===== src/swhs_pkg.sv =====
`timescale 1ns / 1ps

package swhs_pkg;

  // Frame geometry
  localparam int BITS_PER_BYTE = 8;
  localparam int BIT_IDX_W     = $clog2(BITS_PER_BYTE);
  localparam int MAX_BYTES     = 8;
  localparam int BYTE_IDX_W    = 3;

  // Configuration port geometry
  localparam int CFG_IDX_W  = 3;
  localparam int CFG_DATA_W = 16;

  // Register indexes
  localparam logic [CFG_IDX_W-1:0] REG_START_LOW     = 3'd0;
  localparam logic [CFG_IDX_W-1:0] REG_RELEASE_HIGH  = 3'd1;
  localparam logic [CFG_IDX_W-1:0] REG_SAMPLE_DELAY  = 3'd2;
  localparam logic [CFG_IDX_W-1:0] REG_RESP_DELAY    = 3'd3;
  localparam logic [CFG_IDX_W-1:0] REG_BYTES_TO_READ = 3'd4;
  localparam logic [CFG_IDX_W-1:0] REG_WAIT_TIMEOUT  = 3'd5;

  // Register reset values
  localparam logic [15:0] RST_START_LOW     = 16'd18000;
  localparam logic [7:0]  RST_RELEASE_HIGH  = 8'd20;
  localparam logic [7:0]  RST_SAMPLE_DELAY  = 8'd40;
  localparam logic [7:0]  RST_RESP_DELAY    = 8'd80;
  localparam logic [3:0]  RST_BYTES_TO_READ = 4'd5;
  localparam logic [15:0] RST_WAIT_TIMEOUT  = 16'd1000;

  localparam logic [15:0] TIMER_MAX = 16'hFFFF;

  typedef enum logic [3:0] {
    PH_IDLE          = 4'd0,
    PH_START_LOW     = 4'd1,
    PH_START_HIGH    = 4'd2,
    PH_RESP_FIRST    = 4'd3,
    PH_RESP_SECOND   = 4'd4,
    PH_RESP_WAIT_LOW = 4'd5,
    PH_BIT_WAIT_HIGH = 4'd6,
    PH_BIT_DELAY     = 4'd7,
    PH_BIT_WAIT_LOW  = 4'd8
  } phase_t;

  typedef enum logic [1:0] {
    ST_NONE     = 2'd0,
    ST_RESP_OK  = 2'd1,
    ST_RESP_BAD = 2'd2,
    ST_TIMEOUT  = 2'd3
  } status_t;

  typedef enum logic {
    OP_TICK  = 1'b0,
    OP_START = 1'b1
  } op_t;

  typedef struct packed {
    logic [15:0] start_low_us;
    logic [7:0]  release_high_us;
    logic [7:0]  sample_delay_us;
    logic [7:0]  response_delay_us;
    logic [3:0]  bytes_to_read;
    logic [15:0] wait_timeout_us;
  } cfg_t;

  typedef struct packed {
    logic op;
    logic line_level;
  } in_item_t;

  typedef struct packed {
    logic       drive_enable;
    logic       drive_level;
    logic [7:0] data_byte;
    logic       byte_valid;
    logic       last_byte;
    logic [1:0] status;
    logic       busy_res;
  } out_item_t;

endpackage


===== src/swhs_cfg.sv =====
`timescale 1ns / 1ps

module swhs_cfg (
  input  logic                             clk,
  input  logic                             rst_n,
  input  logic                             cfg_we,
  input  logic [swhs_pkg::CFG_IDX_W-1:0]   cfg_index,
  input  logic [swhs_pkg::CFG_DATA_W-1:0]  cfg_wdata,
  output swhs_pkg::cfg_t                   cfg
);

  swhs_pkg::cfg_t cfg_r;
  swhs_pkg::cfg_t cfg_nxt;

  // Register write decode; unknown indexes are dropped
  always_comb begin
    cfg_nxt = cfg_r;
    if (cfg_we) begin
      case (cfg_index)
        swhs_pkg::REG_START_LOW:     cfg_nxt.start_low_us      = cfg_wdata;
        swhs_pkg::REG_RELEASE_HIGH:  cfg_nxt.release_high_us   = cfg_wdata[7:0];
        swhs_pkg::REG_SAMPLE_DELAY:  cfg_nxt.sample_delay_us   = cfg_wdata[7:0];
        swhs_pkg::REG_RESP_DELAY:    cfg_nxt.response_delay_us = cfg_wdata[7:0];
        swhs_pkg::REG_BYTES_TO_READ: cfg_nxt.bytes_to_read     = cfg_wdata[3:0];
        swhs_pkg::REG_WAIT_TIMEOUT:  cfg_nxt.wait_timeout_us   = cfg_wdata;
        default: ;
      endcase
    end
  end

  always_ff @(posedge clk) begin
    if (!rst_n) begin
      cfg_r.start_low_us      <= swhs_pkg::RST_START_LOW;
      cfg_r.release_high_us   <= swhs_pkg::RST_RELEASE_HIGH;
      cfg_r.sample_delay_us   <= swhs_pkg::RST_SAMPLE_DELAY;
      cfg_r.response_delay_us <= swhs_pkg::RST_RESP_DELAY;
      cfg_r.bytes_to_read     <= swhs_pkg::RST_BYTES_TO_READ;
      cfg_r.wait_timeout_us   <= swhs_pkg::RST_WAIT_TIMEOUT;
    end else begin
      cfg_r <= cfg_nxt;
    end
  end

  assign cfg = cfg_r;

endmodule


===== src/swhs_core.sv =====
`timescale 1ns / 1ps

module swhs_core (
  input  logic                 clk,
  input  logic                 rst_n,
  input  logic                 step_en,
  input  swhs_pkg::in_item_t   item,
  input  swhs_pkg::cfg_t       cfg,
  output swhs_pkg::out_item_t  res
);

  localparam logic [swhs_pkg::BIT_IDX_W-1:0] LAST_BIT =
    swhs_pkg::BIT_IDX_W'(swhs_pkg::BITS_PER_BYTE - 1);

  swhs_pkg::phase_t                   phase_r, phase_nxt;
  logic [15:0]                        timer_r, timer_nxt;
  logic [7:0]                         shift_r, shift_nxt;
  logic [swhs_pkg::BIT_IDX_W-1:0]     bit_r, bit_nxt;
  logic [swhs_pkg::BYTE_IDX_W-1:0]    byte_r, byte_nxt;
  logic                               rok_r, rok_nxt;

  logic [15:0] timer_inc;
  logic [7:0]  shift_smp;
  logic [3:0]  frame;
  logic [3:0]  byte_plus;
  logic        lvl;
  logic        fin_bit, fin_resp, fin_rok;
  logic [7:0]  fin_shift;
  swhs_pkg::status_t ev_status;
  logic        ev_valid, ev_last;
  logic [7:0]  ev_byte;

  assign lvl       = item.line_level;
  assign timer_inc = (timer_r == swhs_pkg::TIMER_MAX) ? timer_r : timer_r + 16'd1;
  assign shift_smp = {shift_r[6:0], lvl};
  assign byte_plus = {1'b0, byte_r} + 4'd1;

  // Clamp frame length to 1..8
  always_comb begin
    if (cfg.bytes_to_read == 4'd0) begin
      frame = 4'd1;
    end else if (cfg.bytes_to_read > 4'(swhs_pkg::MAX_BYTES)) begin
      frame = 4'(swhs_pkg::MAX_BYTES);
    end else begin
      frame = cfg.bytes_to_read;
    end
  end

  // Next state and per-item events
  always_comb begin
    phase_nxt = phase_r;
    timer_nxt = timer_r;
    shift_nxt = shift_r;
    bit_nxt   = bit_r;
    byte_nxt  = byte_r;
    rok_nxt   = rok_r;
    fin_bit   = 1'b0;
    fin_resp  = 1'b0;
    fin_rok   = rok_r;
    fin_shift = shift_r;
    ev_status = swhs_pkg::ST_NONE;
    ev_valid  = 1'b0;
    ev_last   = 1'b0;
    ev_byte   = 8'd0;

    case (phase_r)
      swhs_pkg::PH_IDLE: begin
        if (item.op == swhs_pkg::OP_START) begin
          shift_nxt = 8'd0;
          bit_nxt   = '0;
          byte_nxt  = '0;
          rok_nxt   = 1'b0;
          phase_nxt = swhs_pkg::PH_START_LOW;
          timer_nxt = 16'd0;
        end
      end
      swhs_pkg::PH_START_LOW: begin
        timer_nxt = timer_inc;
        if (timer_inc >= cfg.start_low_us) begin
          phase_nxt = swhs_pkg::PH_START_HIGH;
          timer_nxt = 16'd0;
        end
      end
      swhs_pkg::PH_START_HIGH: begin
        timer_nxt = timer_inc;
        if (timer_inc >= {8'd0, cfg.release_high_us}) begin
          phase_nxt = swhs_pkg::PH_RESP_FIRST;
          timer_nxt = 16'd0;
        end
      end
      swhs_pkg::PH_RESP_FIRST: begin
        timer_nxt = timer_inc;
        if (timer_inc >= {8'd0, cfg.sample_delay_us}) begin
          timer_nxt = 16'd0;
          if (!lvl) begin
            phase_nxt = swhs_pkg::PH_RESP_SECOND;
          end else begin
            rok_nxt   = 1'b0;
            phase_nxt = swhs_pkg::PH_RESP_WAIT_LOW;
          end
        end
      end
      swhs_pkg::PH_RESP_SECOND: begin
        timer_nxt = timer_inc;
        if (timer_inc >= {8'd0, cfg.response_delay_us}) begin
          rok_nxt = lvl;
          if (lvl) begin
            phase_nxt = swhs_pkg::PH_RESP_WAIT_LOW;
            timer_nxt = 16'd0;
          end else begin
            fin_resp = 1'b1;
            fin_rok  = 1'b0;
          end
        end
      end
      swhs_pkg::PH_RESP_WAIT_LOW: begin
        if (!lvl) begin
          fin_resp = 1'b1;
        end else begin
          timer_nxt = timer_inc;
          if (timer_inc >= cfg.wait_timeout_us) begin
            ev_status = swhs_pkg::ST_TIMEOUT;
            phase_nxt = swhs_pkg::PH_IDLE;
            timer_nxt = 16'd0;
          end
        end
      end
      swhs_pkg::PH_BIT_WAIT_HIGH: begin
        if (lvl) begin
          phase_nxt = swhs_pkg::PH_BIT_DELAY;
          timer_nxt = 16'd0;
        end else begin
          timer_nxt = timer_inc;
          if (timer_inc >= cfg.wait_timeout_us) begin
            ev_status = swhs_pkg::ST_TIMEOUT;
            phase_nxt = swhs_pkg::PH_IDLE;
            timer_nxt = 16'd0;
          end
        end
      end
      swhs_pkg::PH_BIT_DELAY: begin
        timer_nxt = timer_inc;
        if (timer_inc >= {8'd0, cfg.sample_delay_us}) begin
          shift_nxt = shift_smp;
          if (lvl) begin
            phase_nxt = swhs_pkg::PH_BIT_WAIT_LOW;
            timer_nxt = 16'd0;
          end else begin
            fin_bit   = 1'b1;
            fin_shift = shift_smp;
          end
        end
      end
      swhs_pkg::PH_BIT_WAIT_LOW: begin
        if (!lvl) begin
          fin_bit = 1'b1;
        end else begin
          timer_nxt = timer_inc;
          if (timer_inc >= cfg.wait_timeout_us) begin
            ev_status = swhs_pkg::ST_TIMEOUT;
            phase_nxt = swhs_pkg::PH_IDLE;
            timer_nxt = 16'd0;
          end
        end
      end
      default: begin
        phase_nxt = swhs_pkg::PH_IDLE;
        timer_nxt = 16'd0;
      end
    endcase

    // Response verdict
    if (fin_resp) begin
      timer_nxt = 16'd0;
      if (fin_rok) begin
        ev_status = swhs_pkg::ST_RESP_OK;
        phase_nxt = swhs_pkg::PH_BIT_WAIT_HIGH;
      end else begin
        ev_status = swhs_pkg::ST_RESP_BAD;
        phase_nxt = swhs_pkg::PH_IDLE;
      end
    end

    // Bit done: advance bit/byte counters, emit completed byte
    if (fin_bit) begin
      timer_nxt = 16'd0;
      phase_nxt = swhs_pkg::PH_BIT_WAIT_HIGH;
      if (bit_r >= LAST_BIT) begin
        bit_nxt   = '0;
        ev_valid  = 1'b1;
        ev_byte   = fin_shift;
        shift_nxt = 8'd0;
        if (byte_plus >= frame) begin
          ev_last   = 1'b1;
          byte_nxt  = '0;
          phase_nxt = swhs_pkg::PH_IDLE;
        end else begin
          byte_nxt = byte_plus[swhs_pkg::BYTE_IDX_W-1:0];
        end
      end else begin
        bit_nxt = bit_r + 1'b1;
      end
    end
  end

  // Result fields; line drive follows the phase entered on this item
  always_comb begin
    res.drive_enable = (phase_nxt == swhs_pkg::PH_START_LOW) ||
                       (phase_nxt == swhs_pkg::PH_START_HIGH);
    res.drive_level  = (phase_nxt == swhs_pkg::PH_START_HIGH);
    res.data_byte    = ev_byte;
    res.byte_valid   = ev_valid;
    res.last_byte    = ev_last;
    res.status       = ev_status;
    res.busy_res     = (phase_nxt != swhs_pkg::PH_IDLE);
  end

  // State advances once per accepted item
  always_ff @(posedge clk) begin
    if (!rst_n) begin
      phase_r <= swhs_pkg::PH_IDLE;
      timer_r <= 16'd0;
      shift_r <= 8'd0;
      bit_r   <= '0;
      byte_r  <= '0;
      rok_r   <= 1'b0;
    end else if (step_en) begin
      phase_r <= phase_nxt;
      timer_r <= timer_nxt;
      shift_r <= shift_nxt;
      bit_r   <= bit_nxt;
      byte_r  <= byte_nxt;
      rok_r   <= rok_nxt;
    end
  end

  // Checks
  a_last_has_byte: assert property (@(posedge clk) disable iff (!rst_n)
    step_en && res.last_byte |-> res.byte_valid)
    else $error("last flag without a byte");

  a_ok_reads_bits: assert property (@(posedge clk) disable iff (!rst_n)
    step_en && (res.status == swhs_pkg::ST_RESP_OK)
    |=> (phase_r == swhs_pkg::PH_BIT_WAIT_HIGH) && (timer_r == 16'd0))
    else $error("good response did not start bit reads");

  a_timeout_idles: assert property (@(posedge clk) disable iff (!rst_n)
    step_en && (res.status == swhs_pkg::ST_TIMEOUT)
    |=> (phase_r == swhs_pkg::PH_IDLE) && (timer_r == 16'd0))
    else $error("timeout did not return to idle");

  a_last_idles: assert property (@(posedge clk) disable iff (!rst_n)
    step_en && res.last_byte |=> (phase_r == swhs_pkg::PH_IDLE) && (byte_r == '0))
    else $error("frame end did not return to idle");

endmodule


===== src/single_wire_humidity_sensor_reader.sv =====
`timescale 1ns / 1ps
// The result of an accepted item is registered and is on out_data in the cycle after acceptance.
// Throughput: one item per cycle unless out_ready stalls the output; the phase sequencer steps once per accepted item.
// The result register is refilled on the same edge it is taken, so out_ready low
// is the only thing that stops input.
// Reset (rst_n low, synchronous): sequencer idle, counters cleared, output empty,
// configuration registers at their default values.
module single_wire_humidity_sensor_reader (
  input  logic                             clk,
  input  logic                             rst_n,
  input  logic                             in_valid,
  output logic                             in_ready,
  input  swhs_pkg::in_item_t               in_data,
  output logic                             out_valid,
  input  logic                             out_ready,
  output swhs_pkg::out_item_t              out_data,
  input  logic                             cfg_we,
  input  logic [swhs_pkg::CFG_IDX_W-1:0]   cfg_index,
  input  logic [swhs_pkg::CFG_DATA_W-1:0]  cfg_wdata
);

  swhs_pkg::cfg_t      cfg;
  swhs_pkg::out_item_t res;
  swhs_pkg::out_item_t out_data_r;
  logic                out_valid_r, out_valid_nxt;
  logic                accept;

  assign in_ready = !out_valid_r || out_ready;
  assign accept   = in_valid && in_ready;

  swhs_cfg u_cfg (
    .clk       (clk),
    .rst_n     (rst_n),
    .cfg_we    (cfg_we),
    .cfg_index (cfg_index),
    .cfg_wdata (cfg_wdata),
    .cfg       (cfg)
  );

  swhs_core u_core (
    .clk     (clk),
    .rst_n   (rst_n),
    .step_en (accept),
    .item    (in_data),
    .cfg     (cfg),
    .res     (res)
  );

  // Output register occupancy
  always_comb begin
    if (accept) begin
      out_valid_nxt = 1'b1;
    end else if (out_ready) begin
      out_valid_nxt = 1'b0;
    end else begin
      out_valid_nxt = out_valid_r;
    end
  end

  always_ff @(posedge clk) begin
    if (!rst_n) begin
      out_valid_r <= 1'b0;
    end else begin
      out_valid_r <= out_valid_nxt;
    end
  end

  // Result payload
  always_ff @(posedge clk) begin
    if (accept) begin
      out_data_r <= res;
    end
  end

  assign out_valid = out_valid_r;
  assign out_data  = out_data_r;

endmodule

===== config.mk =====
export PLATFORM = sky130hd
export DESIGN_NAME = single_wire_humidity_sensor_reader
export DESIGN_NICKNAME = d
export VERILOG_FILES = /design/src/swhs_pkg.sv /design/src/swhs_cfg.sv /design/src/swhs_core.sv /design/src/single_wire_humidity_sensor_reader.sv
export SDC_FILE = /design/constraint.sdc
export NUM_CORES = 1
export LEC_CHECK = 0
export BUFFER_PORTS_ARGS = -buffer_cell sky130_fd_sc_hd__buf_4
export CELL_PAD_IN_SITES_DETAIL_PLACEMENT = 0
export CELL_PAD_IN_SITES_GLOBAL_PLACEMENT = 1
export CORE_ASPECT_RATIO = 1.5
export CORE_MARGIN = 2
export CORE_UTILIZATION = 47
export CTS_CLUSTER_SIZE = 20
export DETAILED_ROUTE_END_ITERATION = 8
export HOLD_SLACK_MARGIN = 0.02
export PLACE_DENSITY = 0.79
export SLEW_MARGIN = 5
export SYNTH_ARGS = -nofsm -noshare
export SYNTH_HDL_FRONTEND = slang
export SYNTH_HIERARCHICAL = 1
export SYNTH_SLANG_ARGS = --single-unit

===== constraint.sdc =====
create_clock -name clk -period 5.5 [get_ports clk]
set_clock_uncertainty 0.15 [all_clocks]
set_input_delay 1.375 -clock clk [delete_from_list [all_inputs] [get_ports clk]]
set_output_delay 1.375 -clock clk [all_outputs]
set_load 0.02 [all_outputs]

==> impl_results.md, run 1 <==
* Hold Crit Class: reg -> reg
* R2R Path End: u_core/shift_r[6]
* Flop pwr share at 50.9%
* GR Util All Layers at 22.7%
* Starting density of the core at 48.3%
* Worst setup EP type: register
* Setup Fix Bufs, Post-CTS at 0
* Slew Viols, Final at 0
* IO Pins at 43
* Worst setup path start: u_core/timer_r[0]
* Status: completed
* FILL cells at around 1300
* Via count at ~5700
* Initial antenna violation count at 0
* Synth Area in Compound Gates at 13.9%
* Asr flop ratio synth at 0%
* Peak supply drop at approximately 0.21 mV
* Die Span X at between 100 and 150 um
* Layout cell share with drive strength beyond 1 at 10.0%
* Arrival time worst endpoint at a little over 5 ns
* Setup violators final at 0
* Post-DP Area at ~0.0075 mm^2
* Seq/Total Area, Yosys at between 30% and 40%
* Num CTS Buffers at 9
* Total grt overflow at 0
* Worst Setup Start Kind: register
* CTS Sinks at 111
* TritonCTS clock tree: yes
* RSZ-0062 raised after global routing: false
* First-pass GRT wire length at between 20000 and 30000 um
* Switch share at 26.6%
* Worst-path clk slew at around 0.080 ns
* EDFF count, synth at 15
* Simple-gate share of the synthesized area at between 20% and 30%
* Yosys warning total at 6
* Synth top area cells: dfxtp_1, mux2i_1, ha_1, edfxtp_1, nand2_1
* Design area at 0.00778 mm^2
* Max Root-Sink Buffers at 2
* Worst rel slew slack at about 18%
* Gp weighted congestion at about 0.95
* Mapped Area at 0.00707 mm^2
* # rows at 54
* Clock root buffer: clkbuf_16
* Iteration-0 DRC Markers at approximately 320
* Layout area overhead at 9.96%
* Antenna cell count at 0
* Total detailed-routing wirelength at ~18000 um
* Post-Synth XOR/XNOR Area at approximately 1.2%
* CP Max Fanout at 12
* Mux contribution to synthesized area at about an eighth
* Chip height at 154 um
* Worst Reg-to-Reg Cells at 18
* Avg WL per Cell at between 15 and 20 um
* Hold bufs inserted after CTS at 0
* Area leader, netlist: dfxtp_1
* Int Power at approximately 1.2 mW
* Top FF cell, synth: dfxtp_1
* Largest net degree at the start of global routing at 94
* Critical Path Sink: u_core/shift_r[6]
* Leak Pwr at 3.57 nW
* H-tree depth at 3
* Tmin final at between 4 and 5 ns
* P_sw at between 0.4 and 0.5 mW
* Adder-cell share of the synthesized area at a little over a tenth
* Crit Path Class: reg -> reg
* Fmax achieved at around 200 MHz
* Worst slew pin tran at approximately 1.2 ns
* PortBufs at 42
* Critical Path RT at 5.63 ns
* Syn Area/Cell at 8.73 um^2
* Synthesized Nets at between 800 and 900
* PwrDens at roughly 220 mW/mm^2
* Post-DP HPWL at about 14000 um
* Yosys cell types at 71
* Top-area cell type share of the netlist area at 27.2%
* # DRC at 0
* Nets@finish at ~910
* DR pass1 iterations at 5
* FF+latch count, synth at between 100 and 150
* Core area at ~0.015 mm^2
* Sum Neg Setup Slack at 0 ns
* DIE AREA at between 0.015 and 0.02 mm^2
* Fin crit share at roughly 90%
* Largest family of logic cells by synthesized area: simple AND/OR/NAND/NOR gates
* Final ANT Viol Nets at 0
* Reg2reg start: u_core/timer_r[0]
* Max-Cap Viols at 0
* Cells after Synth at 810
* Worst-skew pair later-pin latency at 0.34 ns
* Final hold slack at between 0.3 and 0.4 ns
* Clock share of power at 38.6%
* Core Util, Final at between 50% and 60%
* DR vias/cell at about 5.6
* Comb pwr share at between 10% and 20%
* Vias in the first global route at around 5700
* Fin. Hold Viols at 0
* Flop2flop setup slack at 0.54 ns
cell usage in the layout, fill, tap and decap left out, types with 4 or more instances in the layout:
cell type / instances
and3_1: 9
xnor2_1: 6
nand4_1: 11
o31ai_1: 16
a21boi_0: 4
a21o_1: 14
a31oi_1: 6
and4_1: 4
a21oi_1: 22
clkbuf_16: 9
nor3_1: 4
buf_4: 46
nand2b_1: 14
a211o_1: 5
nor2b_1: 43
o211ai_1: 7
inv_1: 73
nand2_1: 106
mux2i_1: 79
and2_1: 17
nand3_1: 17
nor2_1: 39
a22oi_1: 9
a211oi_1: 6
ha_1: 62
edfxtp_1: 15
xor2_1: 4
o21ai_0: 20
dfxtp_1: 96
o22ai_1: 6
kinds of logic after synthesis:
kind of cell / after synthesis
buffers and inverters: 117
AO/OA/AOI/OAI: 138
XOR/XNOR: 10
multiplexers: 83
adder cells (fa/ha/maj): 62
AND/OR/NAND/NOR: 289
flip-flops: 111
sequential cells by signal, indices dropped and copies added (netlist names):
signal          flops
u_core/shift_r      8
u_core/byte_r       3
u_core/timer_r     16
out_valid           1
u_core/bit_r        3
u_cfg/cfg          60
u_core/phase_r      4
u_core/rok_r        1
out_data           15
critical path, cell delays in order, from the launching register on:
cell      delay [ns]
dfxtp_1         0.49
ha_1            0.39
nand4_4         0.17
or2_2           0.38
nand4_1         0.15
nor2_1          0.07
xnor2_1         0.18
inv_1           0.16
ha_1            0.33
a21oi_1         0.16
nor2_1          0.06
a211oi_1        0.23
nand4_1         0.28
o21ai_1         0.36
a211o_1         0.40
inv_1           0.18
o21ai_1         0.44
a22oi_1         0.17
nor2b_1         0.13
through the flow:
stage | power [mW] | std cells | setup WS (ns)
finish | 1.68 | 1024 | 0.544
CTS | 1.69 | 1024 | 0.456
global placement | 1.05 | 1008 | 0.688
detailed placement | 1.05 | 1008 | 0.491
global route | 1.75 | 1024 | 0.0639
floorplan | 0.984 | 810 | 1.27
repair_timing:
action                                 CTS  global route
resized for setup                        0             1
setup endpoints to repair                0             7
endpoints found under the hold margin    0             0
final cells by class:
type	instances	area [um^2]	share of cell area, %
clock inverter	6	65.1	0.836
multi-input combinational	582	4250	54.6
tap	196	245	3.15
sequential	111	2370	30.5
clock buffer	10	229	2.94
timing repair buffer	46	345	4.44
inverter	73	274	3.52
metal layers:
| metal | global-route usage [%] | routed length, um | part of all wire (%) | up-vias |
|---|---|---|---|---|
| met5 | 0 | 0 | 0 | - |
| met4 | 7.72 | 467 | 2.6 | 0 |
| met3 | 2.23 | 392 | 2.2 | 24 |
| met2 | 45.1 | 9840 | 56 | 100 |
| met1 | 24.8 | 6960 | 39 | 2749 |
| li1 | - | - | - | 2845 |
synthesized netlist by cell type (3+ instances only):
library cell / instances
xnor2_1: 6
o211ai_1: 7
nor2b_1: 43
nand2b_1: 14
inv_1: 73
mux2i_1: 79
a211o_1: 5
a211oi_1: 6
and2_1: 17
buf_4: 4
and3_1: 9
ha_1: 62
o21ai_0: 21
xor2_1: 4
dfxtp_1: 96
nand2_1: 106
and4_1: 4
nand3_1: 17
buf_2: 9
a22oi_1: 9
nand4_1: 11
a21oi_1: 22
a21boi_0: 4
nor3_1: 4
a21o_1: 14
nor2_1: 39
or2_2: 3
nor4bb_1: 3
a31oi_1: 6
o31ai_1: 16
o22ai_1: 6
edfxtp_1: 15
clkbuf_1: 27
power groups by stage:
stage	Combinational [mW]	Sequential [mW]	Clock, mW
after floorplan	0.111	0.873	0
after global placement	0.175	0.870	0
after detailed placement	0.177	0.871	0
after CTS	0.178	0.852	0.660
after global routing	0.194	0.854	0.698
final	0.177	0.852	0.646
worst min path at each step:
stage / start / endpoint / depth (start not counted)
3_3_place_gp: u_cfg/cfg[11] / u_cfg/cfg[11] / 2
4_1_cts: u_cfg/cfg[52] / u_cfg/cfg[52] / 2
6_report: u_cfg/cfg[52] / u_cfg/cfg[52] / 2
3_5_place_dp: u_cfg/cfg[41] / u_cfg/cfg[41] / 2
2_1_floorplan: u_cfg/cfg[11] / u_cfg/cfg[11] / 2
5_1_grt: u_cfg/cfg[52] / u_cfg/cfg[52] / 2
(Power assumes the default switching activity.)
==> inputs of run 2 (changes only) <==
--- a/config.mk
+++ b/config.mk
@@ -15,6 +15,7 @@
 export DETAILED_ROUTE_END_ITERATION = 8
 export HOLD_SLACK_MARGIN = 0.02
 export PLACE_DENSITY = 0.79
+export REMOVE_ABC_BUFFERS = 1
 export SLEW_MARGIN = 5
 export SYNTH_ARGS = -nofsm -noshare
 export SYNTH_HDL_FRONTEND = slang
==> impl_results.md, run 2 (synthesis results as in run 1) <==
* # DRC at 0
* Clock root buffer: clkbuf_16
* Max Root-Sink Buffers at 2
* Post-DP HPWL at around 13000 um
* Layout cell share with drive strength beyond 1 at roughly 10%
* Worst-path clk slew at roughly 0.07 ns
* Leak Pwr at approximately 3.6 nW
* Sum Neg Setup Slack at 0 ns
* Fin. Hold Viols at 0
* First-pass GRT wire length at about 28000 um
* Max reg flops at 60
* FILL cells at between 1000 and 1500
* Fin crit share at between 80% and 90%
* Setup WS pre-CTS at about 0.64 ns
* DR vias/cell at 5.48
* Worst rel slew slack at approximately 40%
* DIE AREA at about 0.016 mm^2
* Total Power at 1.64 mW
* Arrival time worst endpoint at approximately 5 ns
* Tmin final at between 4 and 5 ns
* Peak supply drop at ~0.14 mV
* Chip height at around 150 um
* Fmax achieved at ~200 MHz
* PortBufs at 42
* Total grt overflow at 0
* Worst Setup Start Kind: register
* Iteration-0 DRC Markers at about 270
* Largest net degree at the start of global routing at ~90
* Area of all sequential standard cells at around 0.0024 mm^2
* Multi-input gate area at about 0.0043 mm^2
* CTS Sinks at around 110
* Via count at 5625
* Hold bufs inserted after CTS at 0
* Core area at ~0.015 mm^2
* Hold Path Depth at 2
* Avg WL per Cell at between 15 and 20 um
* Antenna cell count at 0
* Initial antenna violation count at 0
* Starting density of the core at 48.3%
* GR Util All Layers at 21.5%
* Most common cell after layout, fill and taps aside: nand2_1
* Commonest cells after routing, fill and taps aside: nand2_1, dfxtp_1, mux2i_1
* Vias in the first global route at between 5000 and 6000
* Slew Viols, Final at 0
* Worst-skew pair later-pin latency at roughly 0.35 ns
* Num CTS Buffers at 9
* Die Span X at 104 um
* DR pass1 iterations at 5
* H-tree depth at 3
* IO Pins at 43
* Worst setup EP type: register
* Worst Reg-to-Reg Cells at 16
* TritonCTS clock tree: yes
* Total detailed-routing wirelength at about 17000 um
* Layout area overhead at 9.94%
* Gp weighted congestion at about 0.88
* Setup violators final at 0
* RSZ-0062 raised after global routing: false
* PwrDens at between 200 and 250 mW/mm^2
* Post-cts repair resize count at 0
* Setup ws final at between 0.5 and 0.6 ns
* Final ANT Viol Nets at 0
* Worst slew pin tran at 0.896 ns
* # rows at between 50 and 60
* Nets@finish at 913
* Crit Path Class: reg -> reg
* Critical Path RT at 5.64 ns
* Setup Fix Bufs, Post-CTS at 0
* CP Max Fanout at 16
* Status: completed
* Hold Crit Class: reg -> reg
* Max-Cap Viols at 0
==> run 2: changes by cell type in the layout (fill, tap and decap cells not counted), sizes merged <==
cell / delta
inv: -4
clkbuf: +3
buf: +2
clkinv: +1
==> run 2: cell type report <==
class | instances | area share, %
clock inverters | 3 | 0.241
inverters | 73 | 3.52
repair buffers | 48 | 4.63
well taps | 196 | 3.15
flip-flops and latches | 111 | 30.5
multi-input cells | 582 | 54.7
clock buffers | 13 | 3.22
==> run 2: worst max-delay path: stages (launching register included) <==
cell     delay (ns)
dfxtp_1        0.49
ha_1           0.40
nand4_4        0.16
or2_2          0.38
nand2_1        0.12
xor2_1         0.22
inv_1          0.19
ha_1           0.33
a211o_1        0.25
a31oi_1        0.16
or3_1          0.15
nand4_1        0.22
o21a_4         0.32
o41ai_4        0.55
nand3_4        0.30
o31ai_1        0.33
and2_1         0.16
==> run 2: where the power goes <==
group          switching [mW]  leakage [nW]  total, mW  internal (mW)
Sequential             0.0128         0.927      0.852          0.839
Combinational           0.105          2.51      0.176         0.0709
Clock                   0.288         0.134      0.608          0.320
Total                   0.406          3.57       1.64           1.23
==> run 2: worst paths after layout <==
check                     from                 to  slack [ns]
max          u_core/timer_r[0]  u_core/timer_r[6]        0.57
min              u_cfg/cfg[21]      u_cfg/cfg[21]        0.31
max reg2reg  u_core/timer_r[0]  u_core/timer_r[6]        0.57
min reg2reg      u_cfg/cfg[21]      u_cfg/cfg[21]        0.31
==> run 2: through the flow <==
stage | instance area (um^2) | hold slack, ns | util (%) | std cells
6_report | 7780 | 0.312 | 53.0 | 1026
5_1_grt | 7780 | 0.332 | 53.0 | 1026
4_1_cts | 7780 | 0.313 | 53.0 | 1026
3_5_place_dp | 7510 | 0.303 | 51.2 | 1010
3_3_place_gp | 7510 | 0.293 | 51.2 | 1010
2_1_floorplan | 6870 | 0.285 | - | 766
==> run 2: layer usage <==
| layer | vias up | GRT usage (%) | share of wire (%) |
|---|---|---|---|
| li1 | 2842 | - | - |
| met1 | 2643 | 24.5 | 43 |
| met2 | 112 | 40.2 | 52 |
| met3 | 28 | 2.57 | 2.3 |
| met4 | 0 | 9.33 | 3.3 |
| met5 | - | 0 | 0 |
